<file path="src/design/bec_pkg.sv">
// types and constants for the button event classifier
// used by the config block, the classifier core and the top level
package bec_pkg;

    localparam int unsigned CfgAddrWidth = 5;
    localparam int unsigned CfgDataWidth = 32;

    // register indexes, byte address is four times the index
    localparam logic [2:0] REG_INVERT_LEVEL       = 3'd0;
    localparam logic [2:0] REG_DEBOUNCE_MS        = 3'd1;
    localparam logic [2:0] REG_TAP_MS             = 3'd2;
    localparam logic [2:0] REG_DOUBLE_TAP_MS      = 3'd3;
    localparam logic [2:0] REG_LONG_PRESS_MS      = 3'd4;
    localparam logic [2:0] REG_REPEAT_DELAY_MS    = 3'd5;
    localparam logic [2:0] REG_REPEAT_INTERVAL_MS = 3'd6;

    typedef enum logic [3:0] {
        EV_NONE          = 4'd0,
        EV_TOUCH         = 4'd1,
        EV_RELEASE       = 4'd2,
        EV_TAP           = 4'd3,
        EV_DOUBLE_TAP    = 4'd4,
        EV_PRESSED       = 4'd5,
        EV_PRESSING      = 4'd6,
        EV_LONG_PRESSED  = 4'd7,
        EV_LONG_PRESSING = 4'd8
    } event_t;

    typedef struct packed {
        logic        invert_level;
        logic [15:0] debounce_ms;
        logic [15:0] tap_ms;
        logic [15:0] double_tap_ms;
        logic [15:0] long_press_ms;
        logic [15:0] repeat_delay_ms;
        logic [15:0] repeat_interval_ms;
    } cfg_t;

    typedef struct packed {
        logic [31:0] now_ms;
        logic        pin_level;
    } in_item_t;

    typedef struct packed {
        logic [3:0]  event_code;
        logic [15:0] event_duration;
        logic        is_pressed;
        logic        just_changed;
    } out_item_t;

endpackage

</file>
<file path="src/design/bec_cfg.sv">
// apb-style configuration registers of the button event classifier
// depends on bec_pkg for the register indexes and the cfg_t struct
module bec_cfg (
    input  logic                              clk,
    input  logic                              rst_n,
    input  logic                              psel,
    input  logic                              penable,
    input  logic                              pwrite,
    input  logic [bec_pkg::CfgAddrWidth-1:0]  paddr,
    input  logic [bec_pkg::CfgDataWidth-1:0]  pwdata,
    output logic [bec_pkg::CfgDataWidth-1:0]  prdata,
    output logic                              pready,
    output bec_pkg::cfg_t                     cfg
);
    import bec_pkg::*;

    cfg_t       cfg_reg;
    cfg_t       cfg_next;
    logic [2:0] reg_index;
    logic       wr_en;

    assign reg_index = paddr[CfgAddrWidth-1:2];
    assign wr_en     = psel & penable & pwrite;
    assign pready    = 1'b1;
    assign cfg       = cfg_reg;

    always_comb
    begin
        cfg_next = cfg_reg;
        if (wr_en)
        begin
            case (reg_index)
                REG_INVERT_LEVEL:       cfg_next.invert_level       = pwdata[0];
                REG_DEBOUNCE_MS:        cfg_next.debounce_ms        = pwdata[15:0];
                REG_TAP_MS:             cfg_next.tap_ms             = pwdata[15:0];
                REG_DOUBLE_TAP_MS:      cfg_next.double_tap_ms      = pwdata[15:0];
                REG_LONG_PRESS_MS:      cfg_next.long_press_ms      = pwdata[15:0];
                REG_REPEAT_DELAY_MS:    cfg_next.repeat_delay_ms    = pwdata[15:0];
                REG_REPEAT_INTERVAL_MS: cfg_next.repeat_interval_ms = pwdata[15:0];
                default:                cfg_next = cfg_reg;
            endcase
        end
    end

    always_comb
    begin
        case (reg_index)
            REG_INVERT_LEVEL:       prdata = {31'd0, cfg_reg.invert_level};
            REG_DEBOUNCE_MS:        prdata = {16'd0, cfg_reg.debounce_ms};
            REG_TAP_MS:             prdata = {16'd0, cfg_reg.tap_ms};
            REG_DOUBLE_TAP_MS:      prdata = {16'd0, cfg_reg.double_tap_ms};
            REG_LONG_PRESS_MS:      prdata = {16'd0, cfg_reg.long_press_ms};
            REG_REPEAT_DELAY_MS:    prdata = {16'd0, cfg_reg.repeat_delay_ms};
            REG_REPEAT_INTERVAL_MS: prdata = {16'd0, cfg_reg.repeat_interval_ms};
            default:                prdata = '0;
        endcase
    end

    always_ff @(posedge clk or negedge rst_n)
    begin
        if (!rst_n)
        begin
            cfg_reg.invert_level       <= 1'b0;
            cfg_reg.debounce_ms        <= 16'd10;
            cfg_reg.tap_ms             <= 16'd150;
            cfg_reg.double_tap_ms      <= 16'd300;
            cfg_reg.long_press_ms      <= 16'd0;
            cfg_reg.repeat_delay_ms    <= 16'd0;
            cfg_reg.repeat_interval_ms <= 16'd200;
        end
        else
        begin
            cfg_reg <= cfg_next;
        end
    end

endmodule

</file>
<file path="src/design/bec_core.sv">
// classifier core: button state registers and the per-poll event logic
// depends on bec_pkg for cfg_t, the item structs and the event codes
module bec_core (
    input  logic               clk,
    input  logic               rst_n,
    input  logic               step,
    input  bec_pkg::in_item_t  item,
    input  bec_pkg::cfg_t      cfg,
    output bec_pkg::out_item_t result
);
    import bec_pkg::*;

    logic        pressed_reg,        pressed_next;
    logic        changed_reg,        changed_next;
    logic        tap_waiting_reg,    tap_waiting_next;
    logic        press_reported_reg, press_reported_next;
    logic        long_reported_reg,  long_reported_next;
    logic [31:0] poll_time_reg,      poll_time_next;
    logic [31:0] change_time_reg,    change_time_next;
    logic [31:0] press_start_reg,    press_start_next;
    logic [31:0] repeat_time_reg,    repeat_time_next;

    logic [31:0] held_dur;
    logic [31:0] since_repeat;
    logic [31:0] since_change;
    logic [31:0] new_dur;
    logic        level;
    logic        early;
    event_t      ev;
    logic [31:0] dur;

    assign held_dur     = poll_time_reg - press_start_reg;
    assign since_repeat = poll_time_reg - repeat_time_reg;
    assign level        = item.pin_level ^ cfg.invert_level;
    assign new_dur      = item.now_ms - press_start_reg;
    // change time after the clear of the changed flag
    assign change_time_next = changed_reg ? poll_time_reg : change_time_reg;
    assign since_change = item.now_ms - change_time_next;

    always_comb
    begin
        pressed_next        = pressed_reg;
        changed_next        = 1'b0;
        tap_waiting_next    = tap_waiting_reg;
        press_reported_next = press_reported_reg;
        long_reported_next  = long_reported_reg;
        poll_time_next      = poll_time_reg;
        press_start_next    = press_start_reg;
        repeat_time_next    = repeat_time_reg;
        ev                  = EV_NONE;
        dur                 = held_dur;

        if (changed_reg)
        begin
            // release events right after a debounced release
            if (!pressed_reg)
            begin
                if (held_dur <= {16'd0, cfg.tap_ms})
                begin
                    if (tap_waiting_reg)
                    begin
                        tap_waiting_next    = 1'b0;
                        press_reported_next = 1'b0;
                        long_reported_next  = 1'b0;
                        ev                  = EV_DOUBLE_TAP;
                    end
                    else
                    begin
                        tap_waiting_next = 1'b1;
                    end
                end
                else if (press_reported_reg)
                begin
                    ev = long_reported_reg ? EV_LONG_PRESSED : EV_PRESSED;
                    press_reported_next = 1'b0;
                    long_reported_next  = 1'b0;
                end
            end
        end
        else
        begin
            // timeouts, measured at the previous poll time
            if (tap_waiting_reg && held_dur >= {16'd0, cfg.double_tap_ms})
            begin
                tap_waiting_next    = 1'b0;
                press_reported_next = 1'b0;
                ev                  = EV_TAP;
            end
            else if (pressed_reg)
            begin
                if ((!press_reported_reg && held_dur > {16'd0, cfg.tap_ms}) ||
                    (cfg.repeat_delay_ms != 16'd0 &&
                     held_dur > {16'd0, cfg.repeat_delay_ms} &&
                     since_repeat > {16'd0, cfg.repeat_interval_ms}))
                begin
                    repeat_time_next    = poll_time_reg;
                    press_reported_next = 1'b1;
                    ev                  = EV_PRESSING;
                end
                else if (cfg.long_press_ms != 16'd0 && !long_reported_reg &&
                         held_dur > {16'd0, cfg.long_press_ms})
                begin
                    long_reported_next = 1'b1;
                    ev                 = EV_LONG_PRESSING;
                end
            end
        end

        early = (ev != EV_NONE);

        // no early event: take the new sample through the debounce
        if (!early)
        begin
            dur            = '0;
            poll_time_next = item.now_ms;
            if (level != pressed_reg && since_change >= {16'd0, cfg.debounce_ms})
            begin
                changed_next = 1'b1;
                pressed_next = level;
                if (level)
                begin
                    press_start_next = item.now_ms;
                    ev               = EV_TOUCH;
                end
                else
                begin
                    dur = new_dur;
                    ev  = EV_RELEASE;
                end
            end
        end
    end

    always_comb
    begin
        result.event_code     = ev;
        result.event_duration = dur[15:0];
        result.is_pressed     = pressed_next;
        result.just_changed   = changed_next;
    end

    always_ff @(posedge clk or negedge rst_n)
    begin
        if (!rst_n)
        begin
            pressed_reg        <= 1'b0;
            changed_reg        <= 1'b0;
            tap_waiting_reg    <= 1'b0;
            press_reported_reg <= 1'b0;
            long_reported_reg  <= 1'b0;
            poll_time_reg      <= '0;
            change_time_reg    <= '0;
            press_start_reg    <= '0;
            repeat_time_reg    <= '0;
        end
        else if (step)
        begin
            pressed_reg        <= pressed_next;
            changed_reg        <= changed_next;
            tap_waiting_reg    <= tap_waiting_next;
            press_reported_reg <= press_reported_next;
            long_reported_reg  <= long_reported_next;
            poll_time_reg      <= poll_time_next;
            change_time_reg    <= change_time_next;
            press_start_reg    <= press_start_next;
            repeat_time_reg    <= repeat_time_next;
        end
    end

endmodule

</file>
<file path="src/design/button_event_classifier_unit.sv">
// top level of the button event classifier: input and result registers
// depends on bec_pkg, bec_cfg and bec_core
//
// usage: each transfer on the in channel is one poll of a push button, the
// millisecond time stamp now_ms and the raw pin level. every poll gives exactly
// one result on the out channel: an event code (none, touch, release, tap,
// double tap, pressed, pressing, long pressed, long pressing), the low 16 bits
// of the press duration, the debounced pressed state and a changed flag.
// a poll waits in the input register, the event logic runs between that
// register and the result register, which holds the result on the out
// channel until it is transferred. one poll per cycle is sustained while
// the receiver takes every result; the rate is set by the single pass of
// compares and 32-bit subtractions against the state registers.
// when the receiver stalls, the result register holds its item and the input
// register takes one more poll only if empty; then in_ready drops until the
// result is taken. reset clears the button state and both valid flags and loads
// the register defaults (debounce 10, tap 150, double tap 300, repeat interval
// 200, the rest 0). write the registers only while no poll is in flight.
module button_event_classifier_unit (
    input  logic                              clk,
    input  logic                              rst_n,
    input  logic                              in_valid,
    output logic                              in_ready,
    input  bec_pkg::in_item_t                 in_data,
    output logic                              out_valid,
    input  logic                              out_ready,
    output bec_pkg::out_item_t                out_data,
    input  logic                              psel,
    input  logic                              penable,
    input  logic                              pwrite,
    input  logic [bec_pkg::CfgAddrWidth-1:0]  paddr,
    input  logic [bec_pkg::CfgDataWidth-1:0]  pwdata,
    output logic [bec_pkg::CfgDataWidth-1:0]  prdata,
    output logic                              pready
);
    import bec_pkg::*;

    cfg_t      cfg;
    in_item_t  in_data_reg;
    logic      in_valid_reg,  in_valid_next;
    out_item_t out_data_reg;
    logic      out_valid_reg, out_valid_next;
    out_item_t result;
    logic      step;

    // the held poll moves on when the result register is free or drains now
    assign step      = in_valid_reg & (~out_valid_reg | out_ready);
    assign in_ready  = ~in_valid_reg | step;
    assign out_valid = out_valid_reg;
    assign out_data  = out_data_reg;

    assign in_valid_next  = (in_valid & in_ready) | (in_valid_reg & ~step);
    assign out_valid_next = step | (out_valid_reg & ~out_ready);

    bec_cfg u_cfg (
        .clk     (clk),
        .rst_n   (rst_n),
        .psel    (psel),
        .penable (penable),
        .pwrite  (pwrite),
        .paddr   (paddr),
        .pwdata  (pwdata),
        .prdata  (prdata),
        .pready  (pready),
        .cfg     (cfg)
    );

    bec_core u_core (
        .clk    (clk),
        .rst_n  (rst_n),
        .step   (step),
        .item   (in_data_reg),
        .cfg    (cfg),
        .result (result)
    );

    always_ff @(posedge clk or negedge rst_n)
    begin
        if (!rst_n)
        begin
            in_valid_reg  <= 1'b0;
            out_valid_reg <= 1'b0;
        end
        else
        begin
            in_valid_reg  <= in_valid_next;
            out_valid_reg <= out_valid_next;
        end
    end

    always_ff @(posedge clk)
    begin
        if (in_valid & in_ready)
        begin
            in_data_reg <= in_data;
        end
        if (step)
        begin
            out_data_reg <= result;
        end
    end

endmodule

</file>
<file path="config.mk">
export PLATFORM = sky130hd
export DESIGN_NAME = button_event_classifier_unit
export DESIGN_NICKNAME = d
export VERILOG_FILES = /design/src/design/bec_pkg.sv /design/src/design/bec_cfg.sv /design/src/design/bec_core.sv /design/src/design/button_event_classifier_unit.sv
export SDC_FILE = /design/constraint.sdc
export NUM_CORES = 1
export LEC_CHECK = 0
export BUFFER_PORTS_ARGS = -buffer_cell sky130_fd_sc_hd__buf_2
export CORE_MARGIN = 2
export CORE_UTILIZATION = 55
export CTS_CLUSTER_DIAMETER = 200
export DETAILED_ROUTE_END_ITERATION = 6
export GPL_ROUTABILITY_DRIVEN = 1
export PLACE_DENSITY = 0.87
export RECOVER_POWER = 50
export SLEW_MARGIN = 0
export SYNTH_ARGS = -nofsm -noshare
export SYNTH_HDL_FRONTEND = slang
export SYNTH_SLANG_ARGS = --single-unit
</file>
<file path="constraint.sdc">
create_clock -name clk -period 5.6 [get_ports clk]
set_input_delay 0.28 -clock clk [delete_from_list [all_inputs] [get_ports clk]]
set_output_delay 0.28 -clock clk [all_outputs]
set_load 0.02 [all_outputs]
</file>
==> results of run 1 <==
stage by stage:
step / util / setup slack (ns)
2_1_floorplan: - / 0.0281
3_3_place_gp: 0.603 / -0.0950
3_5_place_dp: 0.603 / -0.187
4_1_cts: 0.645 / -0.0399
5_1_grt: 0.663 / -0.391
6_report: 0.663 / -0.174
critical path: stages, from the launching register on:
cell and delay, ns:
dfrtp_1 0.38, inv_1 0.08, ha_4 0.27, o21ai_1 0.09, or3b_4 0.41, a311oi_4 0.37
nor2_2 0.09, nand2_1 0.10, a21o_1 0.14, a21oi_2 0.06, xnor2_1 0.22, ha_1 0.29
nand4_1 0.11, buf_4 0.15, a2111oi_4 0.04, nor3_2 0.24, o21ai_2 0.10, a2111oi_4 0.34
nand3_1 0.13, nor4b_2 0.22, nand4_1 0.20, a32oi_2 0.39, a2111oi_4 0.15, nor3_4 0.36
buf_6 0.19, clkbuf_16 0.18, mux2_4 0.30
path summary, 6_finish.rpt:
| path | cells after the start | endpoint | slack, ns | from |
|---|---|---|---|---|
| setup reg to reg | 26 | u_core.poll_time_reg[16]$_DFFE_PN0P_ | -0.17 | u_core.repeat_time_reg[6]$_DFFE_PN0P_ |
| hold reg to reg | 2 | u_core.change_time_reg[12]$_DFFE_PN0P_ | 0.48 | u_core.change_time_reg[12]$_DFFE_PN0P_ |
| min in group asynchronous | 2 | u_cfg.cfg[17]$_DFFE_PN0P_ | 1.25 | rst_n |
| setup / recovery | 26 | u_core.poll_time_reg[16]$_DFFE_PN0P_ | -0.17 | u_core.repeat_time_reg[6]$_DFFE_PN0P_ |
| max in group asynchronous | 3 | u_cfg.cfg[10]$_DFFE_PN0P_ | 2.08 | rst_n |
| hold / removal | 3 | u_cfg.cfg[53]$_DFFE_PN1P_ | 0.01 | pwdata[5] |
per-layer routing:
metal | vias to the layer above | part of all wire
li1 | 8357 | -
met1 | 8833 | 0.41
met2 | 822 | 0.48
met3 | 149 | 0.081
met4 | 0 | 0.037
met5 | - | 0
layout make-up:
class / count / area, um2
clock buffers: 45 / 966
well taps: 468 / 586
flip-flops and latches: 287 / 7480
inverters: 188 / 706
fillers: 2821 / 12400
diodes: 1 / 2.50
multi-input cells: 1630 / 12300
repair buffers: 277 / 2090
clock inverters: 16 / 180
cells by family after synthesis:
family                   Yosys count  share of synthesized area
AO/OA/AOI/OAI                    614                      0.191
AND/OR/NAND/NOR                  525                      0.126
flip-flops                       287                      0.364
buffers and inverters            287                     0.0584
adder cells (fa/ha/maj)          209                      0.129
multiplexers                     181                     0.0961
XOR/XNOR                          82                     0.0350
other                              2                   0.000366
cells in the final DEF, fill, tap and decap left out, drive strengths merged, types with 36 or more instances in the layout:
master	instances
clkbuf	74
edfxtp	55
xnor2	52
mux2	124
a21oi	154
nor2	94
nand4	36
a21o	44
nand2	197
dfrtp	219
nand3	37
o21ai	205
ha	205
buf	213
mux2i	57
inv	188
cells in the mapped netlist (all sizes together), types with 8 or more instances:
library cell    n
nor2b          28
buf            46
mux2i          57
o21a           24
a221oi         17
a21o           44
and3           10
a22o           16
mux2          124
nor2           93
o211ai         16
a31oi          19
a21oi         154
o21ai         205
nand2         197
nand2b         27
a211oi         17
inv           187
a211o           9
ha            205
o31ai          10
nand3          37
clkbuf         53
dfrtp         219
and4            8
xor2           30
o21bai         11
edfxtp         55
nor3           28
and2           11
or3             9
o22ai          11
xnor2          52
nand4          36
dfstp          13
nor4           19
what timing repair did:
item                                    4_1_cts  5_1_grt
setup buffers                                 1       20
gates resized for setup                      10      108
hold buffers                                 35        0
pin swaps                                     3       58
endpoints found under the setup margin      116      119
cloned                                        0        7
hold endpoints to repair                    133        0
==> results.ini, run 1 <==
[routing]
wl_per_cell_um = 21.6
dr.pass1.iters = 6
ant_nets = 0
via_per_inst = 6.24
drt_iter0_drc = 1436
wl_um = 62900
vias = 18200
post-route-drc-count = 0

[placed_design]
gp_congestion = 0.975
dpl.cell_count = 2789
placed_area_um2 = 22100
io_buffers = 98
place_hpwl_um = 45100

[floorplanning]
die_x_um = 197
std_cell_rows = 70
dieArea_um2 = 38800
start_util = 0.559
coreArea_um2 = 36700
num_io_pins = 134
die_y_um = 197

[critical_path]
worstPathRequired_ns = 6.02
arrival_ns = 6.19
endpoint_kind = register
cp-start-kind = register
path_class = register to register
crit_fanout = 7

[synth]
seq_area_frac_synth = 0.364
ys.warnings.count = 0
netlist_instances = 2187
netlist.area_leader.share = 0.267
synth-seq-cells = 287
synth_edf_count = 55
synth_cell_types = 95
synth-main-ff-cell = dfrtp_1
async_flop_share = 0.808
synth.avg_cell_area_um2 = 9.38
synth.area.top_cells = dfrtp_1 (27%), ha_1 (13%), edfxtp_1 (8.1%)
netlist_area_um2 = 20500
yosysTopAreaCell = dfrtp_1

[status]
outcome = complete, but fails checks
violations = capacitance limit, slew limit, setup timing

[clock_network]
root_buffer = clkbuf_16
clkTransAtPathRegs_ns = 0.06
h-tree-depth = 2
tritoncts = yes
cts_buffer_depth = 3
numCtsBuffers = 34
clock_latency_ns = 0.55
cts_num_sinks = 287

[cells_and_area]
fin_nets = 2704
final_cells = 2912
syn_to_final_growth_pct = 18.7
fin_area_um2 = 24300
largest_register_ff_count = 97
drive_gt1_frac = 0.180

[global_routing]
grt_util_met1 = 0.406
grt_max_degree = 115
antenna_found_initial = 0
use_met3 = 0.0406
grt_usage = 0.303
grt_pass1_vias = 17400
grtUsageMet2 = 0.507
grt_overflow_total = 0
top_usage_layer = met2
grt_pass1_wl_um = 92100

[sta]
tns_ns = -4.41
slew_violations = 149
period_minus_slack_ns = 5.77
finalHoldViolations = 0
skew_ns = 0.0183
setup_ws_ns = -0.174
relSlewSlack = -1.05
rsz0062_at_grt = yes
fmax_ghz = 0.173
fin_hold_ws_ns = 0.0120
final.period_utilization = 1.03
worst_pin_slew_ns = 3.07
setup_viol = 35

[run]
cap_viol_max_count = 2

[worst_hold_path]
min-delay-path-class = input port to register

Power of run 1 is not shown: default switching activity piles up to over one toggle a cycle in this logic, so the estimate is an artifact.
==> run 2, diff against run 1 <==
Settings changed: CORE_UTILIZATION 55 to 48, PLACE_DENSITY 0.87 to 0.79.
==> run 2 against run 1 <==
  * The run still ends with capacitance limit, slew limit, setup timing left
  * Register-to-register slack improved by 0.11 ns
  * Die area is 14% higher
  * Core utilization is 8.2 points lower
  * Wire length fell by 1.5%
==> results.ini, run 2 (synthesized netlist as in run 1, its figures left out) <==
[sta]
finalHoldViolations = 0  ; unchanged
slew_violations = 65  ; -56%
rsz0062_at_grt = yes
skew_ns = 0.0332  ; +0.0149 ns
period_minus_slack_ns = 5.67  ; -0.108 ns
setup_viol = 21  ; -40%
relSlewSlack = -1.47  ; -0.424
fmax_ghz = 0.176  ; +1.9%
setup_ws_ns = -0.0659  ; +0.108 ns
worst_pin_slew_ns = 3.71  ; +0.636 ns
final.period_utilization = 1.01  ; -0.0193

[routing]
dr.pass1.iters = 6  ; unchanged
wl_per_cell_um = 20.8  ; -3.6%
post-route-drc-count = 0  ; unchanged
drt_iter0_drc = 1543  ; +7.5%
via_per_inst = 6.01  ; -3.6%
wl_um = 62000  ; -1.5%
ant_nets = 0  ; unchanged
vias = 17900  ; -1.5%

[floorplanning]
std_cell_rows = 75  ; +7.1%
die_y_um = 211  ; +6.9%
dieArea_um2 = 44400  ; +14%
coreArea_um2 = 42000  ; +15%
num_io_pins = 134  ; unchanged
start_util = 0.488  ; -0.0710
die_x_um = 211  ; +6.9%

[global_routing]
grt_pass1_wl_um = 93400  ; +1.4%
grt_max_degree = 169  ; +47%
grt_usage = 0.268  ; -0.0356
antenna_found_initial = 0  ; unchanged
grt_overflow_total = 0  ; unchanged
grt_pass1_vias = 17300  ; -0.79%

[cells_and_area]
largest_register_ff_count = 97  ; unchanged
multi_input_area_um2 = 12400  ; +0.46%
fin_nets = 2695  ; -0.33%
fin_util = 0.582  ; -0.0816
regArea_um2 = 7480  ; unchanged
final_common_cell = dfrtp_1
mostFrequentLayoutCells = dfrtp_1 (217), ha_1 (199), nand2_1 (196)
drive_gt1_frac = 0.190  ; +0.0108
diodes = 0  ; -1
fill_cells = 3551  ; +26%
syn_to_final_growth_pct = 19.3

[critical_path]
reg2reg_from = u_core.poll_time_reg[0]$_DFFE_PN0P_
rr_endpoint = u_core.poll_time_reg[21]$_DFFE_PN0P_
worstPathRequired_ns = 6.02  ; about the same
crit_buf_inv = 5  ; +1
r2r_slack_ns = -0.07  ; +0.11 ns
crit_fanout = 5  ; -2
cp-start-kind = register
r2r_cells = 27  ; +3.8%
arrival_ns = 6.09  ; -0.10 ns
crit_slowest_cell = a32oi_2
path_class = register to register
critPathTopFamily = compound AO/OA/AOI/OAI gates
cp.depth = 27  ; +3.8%
cpPeakStageDelay_ns = 0.42  ; about the same
endpoint_kind = register

[placed_design]
place_hpwl_um = 44900  ; -0.40%
io_buffers = 98  ; unchanged
gp_congestion = 0.967  ; -0.84%

[worst_hold_path]
hold_path_depth = 3  ; unchanged
holdCritStartpoint = pwdata[3]
min-delay-path-class = input port to register
min_to = u_cfg.cfg[3]$_DFFE_PN1P_

[run]
cap_viol_max_count = 1  ; -1

[clock_network]
root_buffer = clkbuf_16
tritoncts = yes
cts_buffer_depth = 3  ; unchanged
numCtsBuffers = 35  ; +2.9%
clock_latency_ns = 0.57  ; +0.02 ns
h-tree-depth = 2  ; unchanged
clkTransAtPathRegs_ns = 0.06  ; about the same
cts_num_sinks = 287  ; unchanged

[status]
violations = capacitance limit, slew limit, setup timing
outcome = complete, but fails checks

==> run 2: cell count changes in the layout (fill, tap and decap cells not counted), moves of 5 or more <==
cell and delta:
clkbuf_8 +5, clkinv_1 -5, clkbuf_1 -6, buf_2 +8, mux2_1 -13, mux2_4 +14
buf_4 -12
==> run 2: area by class of cell <==
| type | count | area share |
|---|---|---|
| clock buffers | 50 | 0.0406 |
| flip-flops and latches | 287 | 0.306 |
| clock inverters | 14 | 0.00578 |
| well taps | 539 | 0.0276 |
| repair buffers | 268 | 0.0849 |
| inverters | 188 | 0.0288 |
| multi-input cells | 1629 | 0.507 |
==> run 2: timing repair <==
item | CTS | global route
setup buffers | 0 | 17
gates resized for setup | 11 | 121
gates cloned | 1 | 7
hold buffers | 38 | 0
pin swaps | 4 | 62
endpoints found under the hold margin | 92 | 0
endpoints found under the setup margin | 117 | 120
==> run 2: worst reg2reg max path: stages, from the launching register on <==
cell and delay, ns:
dfrtp_1 0.38, inv_2 0.09, ha_4 0.14, inv_2 0.04
fa_2 0.35, a211o_1 0.34, a21oi_2 0.23, or2_4 0.16
nor2b_1 0.04, o21a_1 0.17, nor2_2 0.11, xnor2_1 0.13
ha_1 0.28, nand4_1 0.11, buf_4 0.13, a2111oi_1 0.05
nor3_1 0.24, o21ai_2 0.12, a2111oi_4 0.34, nand3_1 0.12
nor4b_2 0.23, nand4_1 0.21, a32oi_2 0.42, a2111oi_4 0.18
nor3_4 0.25, buf_6 0.20, clkbuf_16 0.19, mux2_4 0.31
==> run 2: through the flow <==
stage                     area [um2]  hold slack (ns)  worst slack [ns]  std cells   TNS [ns]
after CTS                      23700          0.00442         -0.000668       2952  -0.000668
after detailed placement       22100            0.261            -0.196       2849     -16.66
after floorplan                20600          -0.0156            0.0281       2202          0
final                          24500           0.0280           -0.0659       2975     -0.771
after global routing           24500           0.0233            -0.209       2975      -7.52
after global placement         22100            0.259            -0.124       2849      -4.86
==> run 2: routing by layer <==
layer  vias up  track usage  share of wire  wire (um)
met1      8618        0.364           0.43      26500
met3       155       0.0413          0.076       4730
met2       760        0.433           0.45      28100
met5         -            0              0          0
met4         0       0.0993          0.043       2690
li1       8357            -              -          -
==> run 2: how the worst max path moves through the flow <==
stage	start	endpoint	slack, ns
floorplan	u_core.changed_reg$_DFFE_PN0P_	out_data[19]$_DFFE_PP_	0.03
global placement	u_core.changed_reg$_DFFE_PN0P_	u_core.press_start_reg[20]$_DFFE_PN0P_	-0.12
detailed placement	u_core.poll_time_reg[0]$_DFFE_PN0P_	u_core.repeat_time_reg[18]$_DFFE_PN0P_	-0.20
CTS	u_core.poll_time_reg[0]$_DFFE_PN0P_	u_core.repeat_time_reg[9]$_DFFE_PN0P_	-0.0007
global route	u_core.poll_time_reg[1]$_DFFE_PN0P_	u_core.poll_time_reg[18]$_DFFE_PN0P_	-0.21
finish	u_core.poll_time_reg[0]$_DFFE_PN0P_	u_core.poll_time_reg[21]$_DFFE_PN0P_	-0.07
Power of run 2 is left out for the same reason.
